### config.mk
export PLATFORM = sky130hd
export DESIGN_NAME = packet_crc16_append_check_flat
export DESIGN_NICKNAME = d
export VERILOG_FILES = /design/src/rtl/pcrc_pkg.sv /design/src/rtl/pcrc_if.sv /design/src/rtl/packet_crc16_append_check.sv /design/src/rtl/pcrc_outq.sv /design/src/flat_wrapper.sv
export SDC_FILE = /design/constraint.sdc
export NUM_CORES = 1
export LEC_CHECK = 0
export ABC_AREA = 0
export BUFFER_PORTS_ARGS = -buffer_cell sky130_fd_sc_hd__buf_2
export CAP_MARGIN = 20
export CELL_PAD_IN_SITES_DETAIL_PLACEMENT = 1
export CELL_PAD_IN_SITES_GLOBAL_PLACEMENT = 1
export CORE_MARGIN = 4
export CORE_UTILIZATION = 40
export CTS_BUF_LIST = sky130_fd_sc_hd__clkbuf_16
export CTS_CLUSTER_SIZE = 30
export DETAILED_ROUTE_END_ITERATION = 16
export GPL_ROUTABILITY_DRIVEN = 0
export PLACE_DENSITY_LB_ADDON = 0.12
export SYNTH_ARGS = -nofsm -noshare
export SYNTH_HDL_FRONTEND = slang
export SYNTH_HIERARCHICAL = 1
export SYNTH_SLANG_ARGS = --single-unit
### constraint.sdc
create_clock -name i_clk -period 10.6 [get_ports i_clk]
set_input_delay 2.12 -clock i_clk [delete_from_list [all_inputs] [get_ports i_clk]]
set_output_delay 2.12 -clock i_clk [all_outputs]
set_load 0.05 [all_outputs]
### src/rtl/pcrc_pkg.sv
// ----------------------------------------------------------------------------
// pcrc_pkg
// shared types, register codes, reset values and the crc byte update
// ----------------------------------------------------------------------------
package pcrc_pkg;

    // register indexes on the configuration channel
    localparam logic [2:0] REG_DIRECTION      = 3'd0;
    localparam logic [2:0] REG_POLYNOMIAL     = 3'd1;
    localparam logic [2:0] REG_SEED           = 3'd2;
    localparam logic [2:0] REG_INVERT_OUT     = 3'd3;
    localparam logic [2:0] REG_PAYLOAD_LENGTH = 3'd4;

    // result kinds
    localparam logic [1:0] KIND_PAYLOAD = 2'd0;
    localparam logic [1:0] KIND_CRC     = 2'd1;
    localparam logic [1:0] KIND_VERDICT = 2'd2;

    // direction codes
    localparam logic DIR_TRANSMIT = 1'b0;
    localparam logic DIR_RECEIVE  = 1'b1;

    // reset values of the registers and state
    localparam logic [15:0] POLY_RESET   = 16'h8005;
    localparam logic [15:0] SEED_RESET   = 16'hFFFF;
    localparam logic [7:0]  LENGTH_RESET = 8'd16;

    // result queue: holds the three results of a closing transmit byte
    // plus one more so a result can wait while the next request is taken
    localparam int QUEUE_DEPTH = 4;
    localparam int MAX_PUSH    = 3;

    typedef struct packed {
        logic [7:0] out_byte;
        logic [1:0] byte_kind;
        logic       crc_ok;
        logic       last;
    } t_result;

    // msb-first crc-16 over one byte, feedback is crc[15] xor data bit
    function automatic logic [15:0] crc_byte(
        input logic [15:0] crc_in,
        input logic [7:0]  data,
        input logic [15:0] poly
    );
        logic [15:0] c;
        logic        fb;
        c = crc_in;
        for (int b = 7; b >= 0; b--) begin
            fb = c[15] ^ data[b];
            c  = {c[14:0], 1'b0};
            if (fb) begin
                c = c ^ poly;
            end
        end
        return c;
    endfunction

endpackage

### src/rtl/pcrc_if.sv
// ----------------------------------------------------------------------------
// pcrc_if
// valid/ready channels of the packet crc block: input, result, configuration
// ----------------------------------------------------------------------------
interface pcrc_in_if;
    logic       valid;
    logic       ready;
    logic [7:0] data_byte;

    modport source (output valid, output data_byte, input ready);
    modport sink   (input valid, input data_byte, output ready);
endinterface

interface pcrc_out_if;
    logic       valid;
    logic       ready;
    logic [7:0] out_byte;
    logic [1:0] byte_kind;
    logic       crc_ok;
    logic       last;

    modport source (output valid, output out_byte, output byte_kind,
                    output crc_ok, output last, input ready);
    modport sink   (input valid, input out_byte, input byte_kind,
                    input crc_ok, input last, output ready);
endinterface

interface pcrc_cfg_if;
    logic        valid;
    logic        ready;
    logic [2:0]  index;
    logic [15:0] data;

    modport source (output valid, output index, output data, input ready);
    modport sink   (input valid, input index, input data, output ready);
endinterface

### src/rtl/packet_crc16_append_check.sv
// ----------------------------------------------------------------------------
// packet_crc16_append_check
// crc-16 framing of fixed-length byte packets: append in transmit, check in
// receive
// path: a request waits in the input register, its results in the result queue
// throughput: one request per cycle while the queue has room; the last transmit
//   payload byte brings three results
// the limit is the result queue, which takes a request only with room for
//   three results after the current output pop
// reset (synchronous, active low): registers to their defaults, crc to all
//   ones, count and received high byte to zero, queue empty
// ----------------------------------------------------------------------------
module packet_crc16_append_check
    import pcrc_pkg::*;
(
    input  logic       i_clk,
    input  logic       i_rst_n,
    pcrc_in_if.sink    i_in,
    pcrc_out_if.source o_out,
    pcrc_cfg_if.sink   i_cfg
);

    // configuration registers
    logic        r_direction;
    logic [15:0] r_polynomial;
    logic [15:0] r_seed;
    logic        r_invert_out;
    logic [7:0]  r_payload_length;

    // packet state
    logic [15:0] r_crc_accum;
    logic [15:0] n_crc_accum;
    logic [8:0]  r_byte_count;
    logic [8:0]  n_byte_count;
    logic [7:0]  r_received_high;
    logic [7:0]  n_received_high;

    // input register stage
    logic        r_in_valid;
    logic [7:0]  r_in_byte;

    // processing
    logic          proc_go;
    logic          q_room;
    logic          q_head_valid;
    t_result       q_head;
    logic [1:0]    push_n;
    t_result [2:0] push;
    logic [8:0]    len;
    logic [8:0]    cnt0;
    logic [8:0]    cnt1;
    logic [15:0]   crc_base;
    logic [15:0]   crc_next;
    logic [15:0]   crc_final;
    logic [15:0]   accum_final;

    // configuration channel never stalls
    assign i_cfg.ready = 1'b1;

    always_ff @(posedge i_clk) begin
        if (!i_rst_n) begin
            r_direction      <= DIR_TRANSMIT;
            r_polynomial     <= POLY_RESET;
            r_seed           <= SEED_RESET;
            r_invert_out     <= 1'b0;
            r_payload_length <= LENGTH_RESET;
        end else if (i_cfg.valid) begin
            case (i_cfg.index)
                REG_DIRECTION:      r_direction      <= i_cfg.data[0];
                REG_POLYNOMIAL:     r_polynomial     <= i_cfg.data;
                REG_SEED:           r_seed           <= i_cfg.data;
                REG_INVERT_OUT:     r_invert_out     <= i_cfg.data[0];
                REG_PAYLOAD_LENGTH: r_payload_length <= i_cfg.data[7:0];
                default: ;
            endcase
        end
    end

    // the held byte is processed once the queue has room for its results
    assign proc_go    = r_in_valid && q_room;
    assign i_in.ready = !r_in_valid || proc_go;

    always_ff @(posedge i_clk) begin
        if (!i_rst_n) begin
            r_in_valid <= 1'b0;
        end else if (i_in.ready) begin
            r_in_valid <= i_in.valid;
        end
    end

    always_ff @(posedge i_clk) begin
        if (i_in.ready && i_in.valid) begin
            r_in_byte <= i_in.data_byte;
        end
    end

    // length zero means a 256 byte payload
    assign len = (r_payload_length == 8'd0) ? 9'd256 : {1'b0, r_payload_length};

    // in transmit a count at or past the length restarts the packet
    assign cnt0 = (r_direction == DIR_TRANSMIT && r_byte_count >= len) ? 9'd0
                                                                       : r_byte_count;
    assign cnt1        = cnt0 + 9'd1;
    assign crc_base    = (cnt0 == 9'd0) ? r_seed : r_crc_accum;
    assign crc_next    = crc_byte(crc_base, r_in_byte, r_polynomial);
    assign crc_final   = r_invert_out ? ~crc_next : crc_next;
    assign accum_final = r_invert_out ? ~r_crc_accum : r_crc_accum;

    always_comb begin
        n_crc_accum     = r_crc_accum;
        n_byte_count    = r_byte_count;
        n_received_high = r_received_high;
        push_n          = 2'd0;
        push[0]         = '{out_byte: r_in_byte, byte_kind: KIND_PAYLOAD,
                            crc_ok: 1'b0, last: 1'b0};
        push[1]         = '{out_byte: crc_final[15:8], byte_kind: KIND_CRC,
                            crc_ok: 1'b0, last: 1'b0};
        push[2]         = '{out_byte: crc_final[7:0], byte_kind: KIND_CRC,
                            crc_ok: 1'b0, last: 1'b1};
        if (proc_go) begin
            if (r_direction == DIR_TRANSMIT) begin
                if (cnt1 < len) begin
                    // payload byte inside the packet
                    n_crc_accum  = crc_next;
                    n_byte_count = cnt1;
                    push_n       = 2'd1;
                end else begin
                    // closing payload byte: echo it and append the crc
                    n_crc_accum  = r_seed;
                    n_byte_count = 9'd0;
                    push_n       = 2'd3;
                end
            end else begin
                if (r_byte_count < len) begin
                    // receive payload byte
                    n_crc_accum  = crc_next;
                    n_byte_count = cnt1;
                    push_n       = 2'd1;
                end else if (r_byte_count == len) begin
                    // crc high byte, no result
                    n_received_high = r_in_byte;
                    n_byte_count    = cnt1;
                end else begin
                    // crc low byte gives the verdict
                    push[0] = '{out_byte: 8'd0, byte_kind: KIND_VERDICT,
                                crc_ok: ({r_received_high, r_in_byte} == accum_final),
                                last: 1'b1};
                    n_crc_accum  = r_seed;
                    n_byte_count = 9'd0;
                    push_n       = 2'd1;
                end
            end
        end
    end

    always_ff @(posedge i_clk) begin
        if (!i_rst_n) begin
            r_crc_accum     <= SEED_RESET;
            r_byte_count    <= '0;
            r_received_high <= '0;
        end else begin
            r_crc_accum     <= n_crc_accum;
            r_byte_count    <= n_byte_count;
            r_received_high <= n_received_high;
        end
    end

    // result queue decouples the output from processing
    pcrc_outq u_outq (
        .i_clk        (i_clk),
        .i_rst_n      (i_rst_n),
        .i_push_n     (push_n),
        .i_push       (push),
        .i_pop_ready  (o_out.ready),
        .o_head_valid (q_head_valid),
        .o_head       (q_head),
        .o_room       (q_room)
    );

    assign o_out.valid     = q_head_valid;
    assign o_out.out_byte  = q_head.out_byte;
    assign o_out.byte_kind = q_head.byte_kind;
    assign o_out.crc_ok    = q_head.crc_ok;
    assign o_out.last      = q_head.last;

endmodule

### src/rtl/pcrc_outq.sv
// ----------------------------------------------------------------------------
// pcrc_outq
// small shift queue of results, takes up to three per cycle, gives one while ready
// ----------------------------------------------------------------------------
module pcrc_outq
    import pcrc_pkg::*;
(
    input  logic          i_clk,
    input  logic          i_rst_n,
    input  logic [1:0]    i_push_n,
    input  t_result [2:0] i_push,
    input  logic          i_pop_ready,
    output logic          o_head_valid,
    output t_result       o_head,
    output logic          o_room
);

    localparam int CW = $clog2(QUEUE_DEPTH + 1);
    localparam int IW = $clog2(QUEUE_DEPTH);

    t_result r_q [QUEUE_DEPTH];
    t_result n_q [QUEUE_DEPTH];
    logic [CW-1:0] r_cnt;
    logic [CW-1:0] n_cnt;
    logic          pop;
    logic [CW-1:0] base;
    logic [CW-1:0] slot;

    assign pop          = (r_cnt != '0) && i_pop_ready;
    assign base         = r_cnt - CW'(pop);
    assign o_head_valid = (r_cnt != '0);
    assign o_head       = r_q[0];
    // room for a full burst of results after this cycle's pop
    assign o_room       = (32'(base) + MAX_PUSH) <= QUEUE_DEPTH;

    always_comb begin
        slot = '0;
        for (int k = 0; k < QUEUE_DEPTH; k++) begin
            n_q[k] = r_q[k];
        end
        if (pop) begin
            for (int k = 0; k < QUEUE_DEPTH - 1; k++) begin
                n_q[k] = r_q[k + 1];
            end
        end
        for (int j = 0; j < MAX_PUSH; j++) begin
            slot = base + CW'(j);
            if (j < 32'(i_push_n)) begin
                n_q[slot[IW-1:0]] = i_push[j];
            end
        end
        n_cnt = base + CW'(i_push_n);
    end

    always_ff @(posedge i_clk) begin
        for (int k = 0; k < QUEUE_DEPTH; k++) begin
            r_q[k] <= n_q[k];
        end
    end

    always_ff @(posedge i_clk) begin
        if (!i_rst_n) begin
            r_cnt <= '0;
        end else begin
            r_cnt <= n_cnt;
        end
    end

endmodule
### src/flat_wrapper.sv
// flat-port wrapper written by rule: the top's interface ports become plain ports
module packet_crc16_append_check_flat import pcrc_pkg::*;
  (i_clk, i_rst_n, i_in_valid, i_in_data_byte, i_in_ready, o_out_valid, o_out_out_byte, o_out_byte_kind, o_out_crc_ok, o_out_last, o_out_ready, i_cfg_valid, i_cfg_index, i_cfg_data, i_cfg_ready);
  pcrc_in_if i_in_i ();
  pcrc_out_if o_out_i ();
  pcrc_cfg_if i_cfg_i ();
  input  logic i_clk;
  input  logic i_rst_n;
  input wire logic [$bits(i_in_i.valid)-1:0] i_in_valid;
  input wire logic [$bits(i_in_i.data_byte)-1:0] i_in_data_byte;
  output wire logic [$bits(i_in_i.ready)-1:0] i_in_ready;
  output wire logic [$bits(o_out_i.valid)-1:0] o_out_valid;
  output wire logic [$bits(o_out_i.out_byte)-1:0] o_out_out_byte;
  output wire logic [$bits(o_out_i.byte_kind)-1:0] o_out_byte_kind;
  output wire logic [$bits(o_out_i.crc_ok)-1:0] o_out_crc_ok;
  output wire logic [$bits(o_out_i.last)-1:0] o_out_last;
  input wire logic [$bits(o_out_i.ready)-1:0] o_out_ready;
  input wire logic [$bits(i_cfg_i.valid)-1:0] i_cfg_valid;
  input wire logic [$bits(i_cfg_i.index)-1:0] i_cfg_index;
  input wire logic [$bits(i_cfg_i.data)-1:0] i_cfg_data;
  output wire logic [$bits(i_cfg_i.ready)-1:0] i_cfg_ready;
  assign i_in_i.valid = i_in_valid;
  assign i_in_i.data_byte = i_in_data_byte;
  assign i_in_ready = i_in_i.ready;
  assign o_out_valid = o_out_i.valid;
  assign o_out_out_byte = o_out_i.out_byte;
  assign o_out_byte_kind = o_out_i.byte_kind;
  assign o_out_crc_ok = o_out_i.crc_ok;
  assign o_out_last = o_out_i.last;
  assign o_out_i.ready = o_out_ready;
  assign i_cfg_i.valid = i_cfg_valid;
  assign i_cfg_i.index = i_cfg_index;
  assign i_cfg_i.data = i_cfg_data;
  assign i_cfg_ready = i_cfg_i.ready;
  packet_crc16_append_check u_core (.i_clk(i_clk), .i_rst_n(i_rst_n), .i_in(i_in_i), .o_out(o_out_i), .i_cfg(i_cfg_i));
endmodule
==> results.py <==
metrics = {
    "drt": {
        "totalWireLength_um": 40800,
        "dr.pass1.iters": 5,
        "drtIter0Drc": 860,
        "wl_per_cell_um": 22.7,
        "route.detailed.drc": 0,
        "viasPerCell": 6.03,
        "dr_total_vias": 10800,
        "postRouteAntennaNets": 0,
    },
    "layout": {
        "final_core_util": 0.447,
        "seq_area_um2": 2780,
        "syn2layout_area_growth_pct": 9.98,
        "nets": 1495,
        "layout_commonest_cell": "nand2_1",
        "fill_cells": 3340,
        "drive_above_1_share": 0.0923,
        "final_cell_mix": "nand2_1, dfxtp_1, xnor2_1",
        "n_antenna_cell": 0,
        "multi_input_area_um2": 7730,
    },
    "clocking": {
        "path_clk_slew_ns": 0.07,
        "cts_buffers": 17,
        "cts-root-buf": "clkbuf_16",
        "cts_setup_buffers": 0,
        "clk_latency_ns": 0.45,
        "cts_resized": 0,
        "cts.sinks": 135,
        "cts_tree": "done",
        "ctsHoldBuffers": 0,
        "h-tree-depth": 4,
        "cts_buffer_depth": 2,
    },
    "die": {
        "die_h_um": 174,
        "initial_core_util": 0.407,
        "rows": 60,
        "core-area_um2": 27000,
        "pin_count": 47,
        "die_w_um": 174,
        "dieArea_um2": 30100,
    },
    "power": {
        "power_uw": 3300,
        "power.density_nw_per_um2": 274,
        "power_switching_share": 0.499,
        "p_int_uw": 1650,
        "switching_power_uw": 1650,
        "peakVddDrop_uv": 119,
        "power.share.clock": 0.177,
        "total_leakage_power_uw": 0.00448,
        "pwr-share-comb": 0.600,
        "seqPwrFrac": 0.223,
    },
    "critical_path": {
        "cp_common_cell": "xnor2_1",
        "crit_family": "simple AND/OR/NAND/NOR gates",
        "critPathCaptureType": "flop",
        "required_ns": 10.92,
        "cp_num_buf_inv": 2,
        "worstPathMaxFanout": 18,
        "arrival_ns": 8.87,
        "start_kind": "flop",
        "critPathKind": "flop to flop",
        "critical-path-max-stage-delay_ns": 0.52,
        "slowest_stage": "a2bb2oi_2",
    },
    "global_route": {
        "grt_use_met1": 0.356,
        "grtUsageMet3": 0.0502,
        "overflow": 0,
        "grt_pass1_vias": 10800,
        "grtUsageTotal": 0.265,
        "antenna_found_initial": 0,
        "grt_busiest_layer": "met2",
        "grt_pass1_wl_um": 63500,
        "grtUsageMet2": 0.435,
        "grt_max_degree": 93,
    },
    "timing": {
        "drv_slew": 0,
        "timing.slew.headroom": 0.192,
        "rsz0062_at_grt": "false",
        "period_minus_slack_ns": 8.54,
        "fmax_mhz": 117,
        "finalSetupViolCount": 0,
        "clock_skew_ns": 0.0199,
        "fin_crit_sh": 0.806,
        "hold_violations": 0,
        "worstMarginPinSlew_ns": 1.21,
        "tns_ns": 0,
        "fin_ws_ns": 2.06,
    },
    "yosys": {
        "synth_cell_types": 95,
        "synth-seq-cells": 135,
        "synth_ff_type": "dfxtp_1",
        "ys.warnings.count": 6,
        "async_reset_ff_frac": 0,
        "syn_inst": 1416,
        "synth_edf_count": 8,
        "syn-cell-area_um2": 11000,
        "syn_area_per_cell_um2": 7.74,
        "yosysSeqAreaShare": 0.254,
    },
    "run": {
        "drv_cap": 0,
    },
    "placed_design": {
        "portBuffers": 45,
        "place_hpwl_um": 27600,
        "dp_slack_ns": 2.30,
    },
    "status": {
        "status": "finished clean",
    },
    "worst_hold_path": {
        "hold_class": "flop to flop",
    },
}
==> cells in the mapped netlist, types with 15 or more instances <==
cell type,count,share of area
nor3_1,23,0.011
xor2_1,25,0.020
a22oi_1,46,0.032
nor2_1,67,0.023
dfxtp_1,127,0.23
nand2b_1,15,0.0086
a21oi_1,54,0.025
nand3b_1,33,0.023
a31oi_1,30,0.017
nor2b_1,49,0.028
nand2_1,202,0.069
o21ai_1,28,0.013
inv_1,39,0.013
and2_1,20,0.011
o22ai_1,34,0.019
xnor2_1,125,0.10
clkbuf_1,73,0.025
o21ai_0,41,0.019
a21boi_0,24,0.016
ha_1,23,0.026
mux2i_1,36,0.033
buf_2,19,0.0087
and3_1,20,0.011
nand3_1,38,0.017
==> worst reg2reg max path, delay by kind of cell (launching register included) <==
kind	cells	cell delay [ns]
AO/OA/AOI/OAI	8	1.91
AND/OR/NAND/NOR	10	2.30
adder cells (fa/ha/maj)	2	0.54
buffers and inverters	2	0.43
multiplexers	3	1.26
flip-flops	1	0.33
XOR/XNOR	5	1.65
==> area by class of cell <==
type	instances	area share
clock buffer	17	0.0353
sequential	135	0.231
inverter	43	0.0134
tap	341	0.0354
multi-input combinational	1175	0.642
clock inverter	15	0.0110
timing repair buffer	67	0.0324
==> state kept, by name, indices dropped and copies added, names as in the netlist <==
signal,cells
u_core/r_in_byte,8
u_core/r_in_valid,1
u_core/r_invert_out,1
u_core/r_direction,1
u_core/r_payload_length,8
u_core/u_outq/r_cnt,3
u_core/r_seed,16
u_core/r_byte_count,9
u_core/u_outq/r_q,48
u_core/r_crc_accum,16
u_core/r_polynomial,16
u_core/r_received_high,8
==> worst paths after layout <==
check                           slack, ns                         endpoint                               startpoint  cells after the start
worst min-delay path                 0.48  u_core/u_outq/r_q[2][6]$_DFF_P_          u_core/u_outq/r_q[2][6]$_DFF_P_                      2
worst max-delay path                 2.06  u_core/u_outq/r_q[0][6]$_DFF_P_  u_core/r_payload_length[3]$_SDFFE_PN0P_                     30
worst max register to register       2.06  u_core/u_outq/r_q[0][6]$_DFF_P_  u_core/r_payload_length[3]$_SDFFE_PN0P_                     30
worst min register to register       0.48  u_core/u_outq/r_q[2][6]$_DFF_P_          u_core/u_outq/r_q[2][6]$_DFF_P_                      2
==> logic make-up after synthesis <==
logic type,synth area share
XOR/XNOR,0.133
buffers and inverters,0.0585
multiplexers,0.0394
AO/OA/AOI/OAI,0.248
AND/OR/NAND/NOR,0.237
adder cells (fa/ha/maj),0.0290
other,0.000685
flip-flops,0.254
==> power groups by stage <==
stage,Combinational (uW),Sequential (uW),Clock (uW)
detailed placement,1940,743,0
global route,2120,748,620
finish,1980,737,585
floorplan,1390,779,0
global placement,1910,742,0
CTS,1950,734,599
==> through the flow <==
stage,cells,hold slack [ns],area (um2)
2_1_floorplan,1462,0.445,11100
3_3_place_gp,1761,0.462,11500
3_5_place_dp,1761,0.464,11500
4_1_cts,1793,0.473,12100
5_1_grt,1793,0.491,12100
6_report,1793,0.477,12100
==> metal layers <==
| metal | share of wire | up-vias |
|---|---|---|
| met5 | 0 | - |
| met4 | 0.023 | 0 |
| met3 | 0.051 | 68 |
| met1 | 0.46 | 5386 |
| met2 | 0.47 | 293 |
| li1 | - | 5066 |
(Power assumes the default switching activity.)
